[src/hdl/tews_pkg.sv]
// Shared types and constants of the timed event window scheduler.
// No dependencies; every other file imports this package.
package tews_pkg;

    localparam int STAGING_DEPTH_DEF = 128;
    localparam int OUT_DEPTH_DEF     = 64;

    localparam logic [18:0] SAMPLE_RATE_RST = 19'd48000;
    localparam logic [31:0] EXPIRY_RST      = 32'd262144;
    localparam logic [31:0] TOLERANCE_RST   = 32'd3277;
    localparam logic [6:0]  MAX_OUT_RST     = 7'd64;

    localparam logic [12:0] OFFSET_MAX = 13'd8191;
    localparam logic [2:0]  PRIO_MAX   = 3'd5;
    localparam logic [2:0]  KIND_TOP   = 3'd4;

    typedef enum logic [1:0] {
        MODE_PUSH     = 2'd0,
        MODE_RETRIEVE = 2'd1,
        MODE_CLEAR    = 2'd2,
        MODE_UNUSED   = 2'd3
    } mode_t;

    typedef enum logic [2:0] {
        STAT_STORED  = 3'd0,
        STAT_INVALID = 3'd1,
        STAT_FULL    = 3'd2,
        STAT_RESULT  = 3'd3,
        STAT_CLEARED = 3'd4
    } status_t;

    typedef enum logic [1:0] {
        CFG_SAMPLE_RATE = 2'd0,
        CFG_EXPIRY      = 2'd1,
        CFG_TOLERANCE   = 2'd2,
        CFG_MAX_OUT     = 2'd3
    } cfg_idx_t;

    typedef struct packed {
        logic [24:0] rate_mult;
        logic [31:0] expiry;
        logic [31:0] tolerance;
        logic [6:0]  cap;
    } cfg_t;

endpackage

[src/hdl/tews_cfg.sv]
// Configuration registers of the scheduler and values derived from them.
// Depends on tews_pkg.
module tews_cfg #(
    parameter int OUT_DEPTH = tews_pkg::OUT_DEPTH_DEF
) (
    input  logic                clk,
    input  logic                rst_n,
    input  logic                cfg_valid,
    output logic                cfg_ready,
    input  logic [1:0]          cfg_index,
    input  logic [31:0]         cfg_data,
    output tews_pkg::cfg_t      cfg
);
    import tews_pkg::*;

    localparam logic [6:0] CAP_MAX = 7'(OUT_DEPTH);

    logic [18:0] rate_reg;
    logic [31:0] expiry_reg;
    logic [31:0] tol_reg;
    logic [6:0]  max_out_reg;

    assign cfg_ready = 1'b1;

    always_ff @(posedge clk or negedge rst_n)
    begin
        if (!rst_n)
        begin
            rate_reg    <= SAMPLE_RATE_RST;
            expiry_reg  <= EXPIRY_RST;
            tol_reg     <= TOLERANCE_RST;
            max_out_reg <= MAX_OUT_RST;
        end
        else if (cfg_valid && cfg_ready)
        begin
            case (cfg_idx_t'(cfg_index))
                CFG_SAMPLE_RATE: rate_reg    <= cfg_data[18:0];
                CFG_EXPIRY:      expiry_reg  <= cfg_data;
                CFG_TOLERANCE:   tol_reg     <= cfg_data;
                CFG_MAX_OUT:     max_out_reg <= cfg_data[6:0];
                default:         rate_reg    <= rate_reg;
            endcase
        end
    end

    always_comb
    begin
        cfg.rate_mult = {rate_reg, 6'b0} - {4'b0, rate_reg, 2'b0};
        cfg.expiry    = expiry_reg;
        cfg.tolerance = tol_reg;
        cfg.cap       = (max_out_reg > CAP_MAX) ? CAP_MAX : max_out_reg;
    end

endmodule

[config.mk]
export PLATFORM = sky130hd
export DESIGN_NAME = tews_cfg
export DESIGN_NICKNAME = d
export VERILOG_FILES = /design/src/hdl/tews_pkg.sv /design/src/hdl/tews_cfg.sv
export SDC_FILE = /design/constraint.sdc
export NUM_CORES = 1
export LEC_CHECK = 0
export ABC_AREA = 1
export BUFFER_PORTS_ARGS = -buffer_cell sky130_fd_sc_hd__buf_2
export CAP_MARGIN = 10
export CORE_MARGIN = 2
export CORE_UTILIZATION = 40
export CTS_BUF_LIST = sky130_fd_sc_hd__clkbuf_2 sky130_fd_sc_hd__clkbuf_4 sky130_fd_sc_hd__clkbuf_8
export CTS_CLUSTER_DIAMETER = 120
export DETAILED_ROUTE_END_ITERATION = 10
export PLACE_DENSITY = 0.72
export SETUP_SLACK_MARGIN = 0.2
export SYNTH_ARGS = -nofsm -noshare
export SYNTH_HDL_FRONTEND = slang
export SYNTH_SLANG_ARGS = --single-unit
[constraint.sdc]
create_clock -name clk -period 3.1 [get_ports clk]
set_clock_uncertainty 0.05 [all_clocks]
set_input_delay 0 -clock clk [delete_from_list [all_inputs] [get_ports clk]]
set_output_delay 0 -clock clk [all_outputs]
set_load 0.01 [all_outputs]
==> metrics.csv <==
stage,metric,value,unit
run_status,status,completed,
grt,largest net degree at the start of global routing,72,
sta,Fin. Hold Viols,0,
worst_hold_path,min-delay worst type,in -> reg,
detailed_routing,WL final,12.2,mm
floorplan,number of I/O pins,134,
synth,Yosys top cell area share,39.1,%
detailed_routing,Via-to-Cell Ratio,4.71,
placement,Inst Count DP,871,
clocking,CTS Buffer Depth,2,
setup_path,crit path max fanout,5,
synth,synthesis warning total,0,
detailed_routing,vias,4325,
clocking,CTS tree,yes,
detailed_routing,DRT antenna net count,0,
synth,"flops & latches, synth",90,
synth,Post-synth top flop,dfrtp_1,
clocking,post-CTS setup buffer count,0,
floorplan,row cnt,39,
setup_path,crit path kind,reg -> out,
synth,Synth area leader,dfrtp_1,
synth,main area contributors after synthesis,"dfrtp_1 39%, nand2_1 15%, o21ai_0 9.7%, dfstp_2 8.9%, inv_1 7.9%",
synth,largest family of logic cells by synthesized area,simple AND/OR/NAND/NOR gates,
sta,RSZ-0062 raised after global routing,no,
placement,GPL Wtd Cong,0.910,
grt,antenna violations before repair,0,
grt,"Remaining Overflow, GRT",0,
clocking,clk slew on worst S/H paths,0.10,ns
setup_path,"Arr. time, crit path",2.29,ns
synth,sequential share of the synthesized area,48.0,%
placement,HPWL after detailed placement,8.73,mm
clocking,total CTS buffers,9,
detailed_routing,DRC,0,
final_layout,share of cells above drive strength 1,23.6,%
sta,Rel. slew slack,30.9,%
sta,Tmin final,2.34,ns
final_layout,cell area after layout,6010,um2
grt,first-pass GRT wire length,20.2,mm
final_layout,post-layout util,52.4,%
floorplan,die area,12700,um2
clocking,clock sink count,90,
floorplan,Die Y,113,um
sta,hold slack,0.155,ns
synth,compound-gate portion of the synthesized area,12.1,%
sta,Final setup viols,0,
run,maxcap violations,0,
placement,Setup WS pre-CTS,1.15,ns
grt,vias in the first global route,4248,
sta,Max Slew Vio Count,0,
sta,PnR worst setup slack,0.758,ns
synth,mux contribution to synthesized area,0,%
clocking,Root Driver,clkbuf_8,
synth,post-synth cell types,25,
synth,"Avg Cell Area, Syn",7.69,um2
synth,cells after synthesis,616,
floorplan,Core Region,11500,um2
synth,adder-cell share of the synthesized area,4.23,%
clocking,H-tree levels,3,
synth,simple-gate share of the synthesized area,22.9,%
sta,final setup TNS,0,ns
pwr,worst vdd ir,0.340,mV
final_layout,Ant. Diodes,0,
detailed_routing,DR iter-0 viols,187,
detailed_routing,Initial DRT Pass Iterations,5,
floorplan,Initial Utilization,41.3,%
sta,worst-margin pin slew,1.03,ns
setup_path,"Req. time, crit path",3.05,ns
final_layout,layout net count,825,
final_layout,"non-filler cells, final",919,
pwr,P per Cell Area,640,nW/um2
synth,async set or reset register ratio after synthesis,100,%
final_layout,area delta synth->final,27.0,%
synth,Post-synth EDFFs,0,
setup_path,startpoint types,flop,
detailed_routing,DR WL/cell,13.3,um
synth,Synth Cell Area,4730,um2
sta,Max Fclk,427,MHz
floorplan,die width,113,um
clocking,worst skew pair latency,0.35,ns
pwr,Leak,3.37,nW
sta,fin crit share,75.5,%
placement,Buffers on Ports,130,
setup_path,endpoint class of the critical path,output pin,
grt,Total GRT Usage,19.6,%
pwr,"Power, Total",3.85,mW
synth,Synth Area in XOR/XNOR,2.40,%
placement,Placed Area,5490,um2
==> cells in the final DEF (no fill, tap or decap) <==
cell type and n:
dfstp_2 16, clkinv_2 1, xor2_1 8, conb_1 3, nor2_2 5, nand4_1 6, clkinv_4 1, dlygate4sd3_1 33
nor2_1 30, o21ai_0 92, nand2_1 186, o21bai_1 1, nand3_2 5, nand2_2 5, clkbuf_8 12, buf_2 129
xnor2_1 5, inv_6 1, inv_1 100, o21bai_2 2, ha_1 16, buf_4 4, nand3b_1 1, nor2_4 1
dfrtp_1 74, nand3_1 21, inv_2 1, a21oi_1 16, and2_1 1
==> per-layer routing <==
layer / up-vias / track usage [%] / part of all wire [%]
li1: 2220 / - / -
met1: 1957 / 26.0 / 46
met2: 134 / 31.9 / 46
met3: 14 / 4.61 / 6.2
met4: 0 / 6.50 / 1.3
met5: - / 0 / 0
==> worst max-delay path, cell delays in order, from the launching register on <==
cell and delay, ns:
dfstp_2 0.57, inv_1 0.08, ha_1 0.36, nand2_1 0.11, nor2_1 0.13, inv_1 0.07, nor2_1 0.13, nand3_1 0.15
nand3_1 0.11, nand2_1 0.05, nand2_1 0.06, buf_2 0.12
==> layout make-up <==
| class | instances | area (um2) |
|---|---|---|
| fillers | 1094 | 5460 |
| flip-flops and latches | 90 | 2270 |
| multi-input cells | 404 | 1990 |
| repair buffers | 166 | 1010 |
| inverters | 101 | 379 |
| well taps | 143 | 179 |
| clock buffers | 12 | 165 |
| clock inverters | 3 | 22.5 |
==> power by group <==
part	internal, mW	switching (mW)	total [mW]
registers	1.39	0.139	1.53
logic	0.623	0.945	1.57
clock network	0.356	0.398	0.755
==> cells by family (layout without fill, tap and decap cells) <==
kind of cell | count (synthesis) | count (layout)
AOI/OAI and AO/OA | 111 | 111
buffers and inverters | 123 | 282
DFF | 90 | 90
other | 2 | 3
xor gates and xnor gates | 13 | 13
and+or+nand+nor | 261 | 261
adders and majority gates | 16 | 16
==> cells in the mapped netlist (2+ instances only) <==
| cell | instances |
|---|---|
| nand2_2 | 4 |
| inv_1 | 100 |
| clkbuf_1 | 10 |
| ha_1 | 16 |
| conb_1 | 2 |
| o21bai_2 | 2 |
| buf_4 | 4 |
| buf_2 | 8 |
| nand2_1 | 187 |
| dfrtp_1 | 74 |
| nand3_2 | 4 |
| nor2_2 | 5 |
| nand4_1 | 6 |
| nor2_1 | 30 |
| o21ai_0 | 92 |
| xor2_1 | 8 |
| xnor2_1 | 5 |
| a21oi_1 | 16 |
| dfstp_2 | 16 |
| nand3_1 | 22 |
==> final timing paths <==
path | endpoint | cells past startpoint | slack [ns] | from
min | max_out_reg[6] | 3 | 0.15 | cfg_index[1]
min in group asynchronous | expiry_reg[9] | 2 | 0.27 | rst_n
min reg2reg | expiry_reg[1] | 2 | 0.44 | expiry_reg[1]
max in group asynchronous | rate_reg[12] | 3 | 1.93 | rst_n
max reg2reg | rate_reg[15] | 2 | 2.20 | rate_reg[15]
max | cfg[91] | 11 | 0.76 | rate_reg[15]
==> timing repair <==
| action | CTS | global route |
|---|---|---|
| hold buffers | 33 | 0 |
| gates resized for setup | 0 | 0 |
| endpoints found under the hold margin | 149 | 0 |
(Power assumes the default switching activity.)
