[src/hdl/tews_pkg.sv]
// Shared types and constants of the timed event window scheduler.
// No dependencies; every other file imports this package.
package tews_pkg;

    localparam int STAGING_DEPTH_DEF = 128;
    localparam int OUT_DEPTH_DEF     = 64;

    localparam logic [18:0] SAMPLE_RATE_RST = 19'd48000;
    localparam logic [31:0] EXPIRY_RST      = 32'd262144;
    localparam logic [31:0] TOLERANCE_RST   = 32'd3277;
    localparam logic [6:0]  MAX_OUT_RST     = 7'd64;

    localparam logic [12:0] OFFSET_MAX = 13'd8191;
    localparam logic [2:0]  PRIO_MAX   = 3'd5;
    localparam logic [2:0]  KIND_TOP   = 3'd4;

    typedef enum logic [1:0] {
        MODE_PUSH     = 2'd0,
        MODE_RETRIEVE = 2'd1,
        MODE_CLEAR    = 2'd2,
        MODE_UNUSED   = 2'd3
    } mode_t;

    typedef enum logic [2:0] {
        STAT_STORED  = 3'd0,
        STAT_INVALID = 3'd1,
        STAT_FULL    = 3'd2,
        STAT_RESULT  = 3'd3,
        STAT_CLEARED = 3'd4
    } status_t;

    typedef enum logic [1:0] {
        CFG_SAMPLE_RATE = 2'd0,
        CFG_EXPIRY      = 2'd1,
        CFG_TOLERANCE   = 2'd2,
        CFG_MAX_OUT     = 2'd3
    } cfg_idx_t;

    typedef struct packed {
        logic [24:0] rate_mult;
        logic [31:0] expiry;
        logic [31:0] tolerance;
        logic [6:0]  cap;
    } cfg_t;

endpackage

[src/hdl/tews_offset.sv]
// Sample offset unit: shared multiplier over two partial products, then a
// restoring divider one quotient bit per cycle. Depends on tews_pkg.
module tews_offset (
    input  logic        clk,
    input  logic        rst_n,
    input  logic        go,
    input  logic [46:0] diff,
    input  logic [24:0] rate_mult,
    input  logic [25:0] tempo,
    input  logic [13:0] num_samples,
    output logic        done,
    output logic [12:0] offset
);
    import tews_pkg::*;

    typedef enum logic [5:0] {
        O_IDLE = 6'b000001,
        O_LO   = 6'b000010,
        O_HI   = 6'b000100,
        O_PREP = 6'b001000,
        O_DIV  = 6'b010000,
        O_FIN  = 6'b100000
    } ostate_t;

    ostate_t     ost_reg, ost_next;
    logic [71:0] acc_reg, acc_next;
    logic [73:0] rem_reg, rem_next;
    logic [13:0] q_reg, q_next;
    logic [3:0]  b_reg, b_next;
    logic        sat_reg, sat_next;
    logic        done_reg, done_next;
    logic [12:0] off_reg, off_next;

    logic [23:0] mul_a;
    logic [48:0] prod;
    logic [73:0] dsh;
    logic [13:0] hi_wide;
    logic [13:0] hi;

    assign mul_a   = (ost_reg == O_HI) ? {1'b0, diff[46:24]} : diff[23:0];
    assign prod    = {25'b0, mul_a} * {24'b0, rate_mult};
    assign dsh     = {47'b0, tempo, 1'b0} << b_reg;
    assign hi_wide = num_samples - 14'd1;
    assign hi      = (hi_wide > {1'b0, OFFSET_MAX}) ? {1'b0, OFFSET_MAX} : hi_wide;
    assign done    = done_reg;
    assign offset  = off_reg;

    always_comb
    begin
        ost_next  = ost_reg;
        acc_next  = acc_reg;
        rem_next  = rem_reg;
        q_next    = q_reg;
        b_next    = b_reg;
        sat_next  = sat_reg;
        done_next = 1'b0;
        off_next  = off_reg;
        case (ost_reg)
            O_IDLE:
            begin
                if (go)
                    ost_next = O_LO;
            end
            O_LO:
            begin
                if (num_samples == 14'd0 || rate_mult == 25'd0 || diff == 47'd0)
                begin
                    off_next  = 13'd0;
                    done_next = 1'b1;
                    ost_next  = O_IDLE;
                end
                else
                begin
                    acc_next = {23'b0, prod};
                    ost_next = O_HI;
                end
            end
            O_HI:
            begin
                acc_next = acc_reg + {prod[47:0], 24'b0};
                ost_next = O_PREP;
            end
            O_PREP:
            begin
                rem_next = {1'b0, acc_reg, 1'b0} + {48'b0, tempo};
                b_next   = 4'd14;
                q_next   = 14'd0;
                sat_next = 1'b0;
                ost_next = O_DIV;
            end
            O_DIV:
            begin
                if (rem_reg >= dsh)
                begin
                    rem_next = rem_reg - dsh;
                    if (b_reg == 4'd14)
                        sat_next = 1'b1;
                    else
                        q_next[b_reg] = 1'b1;
                end
                if (b_reg == 4'd0)
                    ost_next = O_FIN;
                else
                    b_next = b_reg - 4'd1;
            end
            O_FIN:
            begin
                off_next  = (sat_reg || q_reg > hi) ? hi[12:0] : q_reg[12:0];
                done_next = 1'b1;
                ost_next  = O_IDLE;
            end
            default:
            begin
                ost_next = O_IDLE;
            end
        endcase
    end

    always_ff @(posedge clk or negedge rst_n)
    begin
        if (!rst_n)
        begin
            ost_reg  <= O_IDLE;
            done_reg <= 1'b0;
        end
        else
        begin
            ost_reg  <= ost_next;
            done_reg <= done_next;
        end
    end

    always_ff @(posedge clk)
    begin
        acc_reg <= acc_next;
        rem_reg <= rem_next;
        q_reg   <= q_next;
        b_reg   <= b_next;
        sat_reg <= sat_next;
        off_reg <= off_next;
    end

endmodule

[config.mk]
export PLATFORM = sky130hd
export DESIGN_NAME = tews_offset
export DESIGN_NICKNAME = d
export VERILOG_FILES = /design/src/hdl/tews_pkg.sv /design/src/hdl/tews_offset.sv
export SDC_FILE = /design/constraint.sdc
export NUM_CORES = 2
export LEC_CHECK = 0
export BUFFER_PORTS_ARGS = -buffer_cell sky130_fd_sc_hd__buf_2
export CELL_PAD_IN_SITES_DETAIL_PLACEMENT = 0
export CELL_PAD_IN_SITES_GLOBAL_PLACEMENT = 1
export CORE_ASPECT_RATIO = 1.5
export CORE_MARGIN = 3
export CORE_UTILIZATION = 35
export DETAILED_ROUTE_END_ITERATION = 10
export PLACE_DENSITY = 0.63
export SLEW_MARGIN = 20
export SYNTH_ARGS = -nofsm -noshare
export SYNTH_HDL_FRONTEND = slang
export SYNTH_SLANG_ARGS = --single-unit
export TNS_END_PERCENT = 20
[constraint.sdc]
create_clock -name clk -period 15.2 [get_ports clk]
set_input_delay 0 -clock clk [delete_from_list [all_inputs] [get_ports clk]]
set_output_delay 0 -clock clk [all_outputs]
set_load 0.005 [all_outputs]
==> summary.txt <==
Area share of the largest cell type after synthesis: 27.2%
Critical path's most frequent cell: fa_1
GRT Overall Usage: 21.8%
Post-DRT Antenna Nets: 0
Worst-Margin Slew: 1100 ps
Post-CTS sizing: 0
Crit path max-delay cell type: o41ai_1
Post-synth net total: 5260
CTS Buf Count: 17
Bufs on Longest Clock Path: 2
Final Cycle Share: 76.2%
First-pass DRT Iterations: 5
CP peak stage delay: 600 ps
YS warnings: 0
Worst Hold Class: in2reg
IO buf count: 128
Tmin final: 11580 ps
Routed WL: 119 mm
First-pass GRT wire length: 186 mm
Clock slew at reported path FFs: 70 ps
Core area: 105000 sq um
I/O pins: 129
Worst-Skew Late Latency: 470 ps
Req. time, crit path: 15410 ps
Clock sinks: 185
Critical path class: reg2reg
CP Capture Type: flop
Final setup fails: 0
Slew Limit Headroom: 26.7%
Via density: 5.21
Post-CTS Setup Bufs: 0
Nets: 5243
Syn Inst Count: 4328
Fillers: 11060
Synthesized area per cell: 8.60 sq um
Setup TNS: 0 ps
Syn Std Cell Area: 37200 sq um
Post-synth EDFFs: 178
Vias: 29823
Vias in the first global route: 32067
Asr flop ratio synth: 3.78%
Main area contributors after synthesis: fa_1 27%, edfxtp_1 14%, ha_1 10%
Max-cap violations: 0
Critical Path Fanout Max: 67
Seq cells post-synth: 185
Max reg flops: 74
Drt initial violations: 1425
Fin. Hold Viols: 0
Most common cell after layout, fill and taps aside: inv_1
Max Slew Vio Count: 0
Share of cells above drive strength 1: 6.36%
CTS tree: yes
Yosys cell types: 91
Worst Skew: 13.0 ps
Ys flop type: edfxtp_1
Pin count of the biggest net entering global routing: 74
Crit path DAT: 11790 ps
Die X: 272 um
Yosys top cell by area: fa_1
Sequential area share after synthesis: 14.8%
Unrepaired setup endpoints after global routing: no
Gp weighted congestion: 0.910
Starting Density: 35.5%
F_max: 86.4 MHz
Gr ovfl total: 0
Die area: 110000 sq um
Root Driver: clkbuf_16
Initial antenna violation count: 1
H-tree levels: 4
P&R area growth vs syn: 6.88%
Die height: 405 um
Critical Path Start Type: flop
Rows: 145
HPWL after DPL: 96.1 mm
Status: completed
Leading cell types in the layout, fill and taps excluded: 633 x inv_1, 617 x nand2_1, 506 x fa_1
Wire length per cell: 20.8 um
Post-route DRC: 0
[what timing repair did]
action | 4_1_cts | 5_1_grt
endpoints found under the setup margin | 0 | 0
hold endpoints to repair | 10 | 0
hold buffers | 4 | 0
[cells by family after synthesis]
kind of cell | count (synthesis) | share of synthesized area, %
other | 1 | 0.0101
and+or+nand+nor | 1508 | 19.7
AOI/OAI and AO/OA | 682 | 11.5
muxes | 66 | 2.25
DFF | 185 | 14.8
xor gates and xnor gates | 234 | 5.51
buffers and inverters | 835 | 8.47
adders and majority gates | 817 | 37.7
[critical path, delay by kind of cell, from the launching register on]
kind,cells,cell delay [ps]
AND/OR/NAND/NOR,9,1900
buffers and inverters,8,1230
XOR/XNOR,3,600
adder cells (fa/ha/maj),9,4180
flip-flops,1,560
AO/OA/AOI/OAI,10,2780
[cells in the mapped netlist (4+ instances only)]
master     count
nand3_1       41
inv_1        634
nor2_1       206
o21ba_2        5
o21bai_1      28
xnor2_1      143
fa_1         506
mux2i_1       41
xor2_1        91
nand2_1      619
a22oi_1        7
a31oi_1       17
ha_1         311
buf_2          9
a21oi_1      217
nand2b_1      29
a2111oi_0      4
a221oi_1       4
nand4_1       59
or3_1          9
o31ai_1        9
clkbuf_1     177
mux4_2        13
a21o_1        95
nor3_1        59
or2_2         14
a21boi_0       4
or4_1          5
o211ai_1      10
buf_1         11
mux2_2        12
a211oi_1      26
nor4_1        36
nor2b_1       97
o21ai_0      163
and4_1         8
o21ai_1       13
edfxtp_1     178
o21a_1        28
dfrtp_1        6
nand3b_1       8
and3_1        43
and2_1       257
[area by class of cell]
| type | instances | area [sq um] | share of cell area [%] |
|---|---|---|---|
| Tap cell | 1396 | 1750 | 4.39 |
| Sequential cell | 185 | 5520 | 13.9 |
| Timing Repair Buffer | 162 | 906 | 2.28 |
| Antenna cell | 1 | 2.50 | 0.00629 |
| Clock buffer | 17 | 425 | 1.07 |
| Clock inverter | 15 | 200 | 0.503 |
| Inverter | 637 | 2390 | 6.01 |
| Multi-Input combinational cell | 3308 | 28600 | 71.9 |
[through the flow]
stage          worst slack (ps)  cell area (sq um)  util (%)  instances  hold slack, ps
3_3_place_gp               3760              39100      37.3       5684            -132
4_1_cts                    3580              39800      37.9       5720            20.3
5_1_grt                    2820              39800      37.9       5721            59.5
6_report                   3620              39800      37.9       5721            59.6
3_5_place_dp               3630              39100      37.3       5684            -133
2_1_floorplan              5300              37200         -       4328            -296
[final timing paths]
check | to | cells past startpoint | from | slack [ps]
setup / recovery | acc_reg[71] | 39 | ost_reg[0] | 3620
hold / removal | offset[0] | 4 | num_samples[0] | 60
setup reg to reg | acc_reg[71] | 39 | ost_reg[0] | 3620
hold reg to reg | q_reg[0] | 1 | q_reg[0] | 620
max in group asynchronous | ost_reg[1] | 3 | rst_n | 14250
min in group asynchronous | ost_reg[0] | 2 | rst_n | 70
[per-layer routing]
metal,up-vias,wire length (um),GRT usage [%]
met1,14928,47500,25.6
li1,14035,-,-
met5,-,0,0
met4,0,5170,9.10
met2,663,63200,41.2
met3,197,3360,1.05
Power is not shown: default switching activity piles up to over one toggle a cycle in this logic, so the estimate is an artifact.
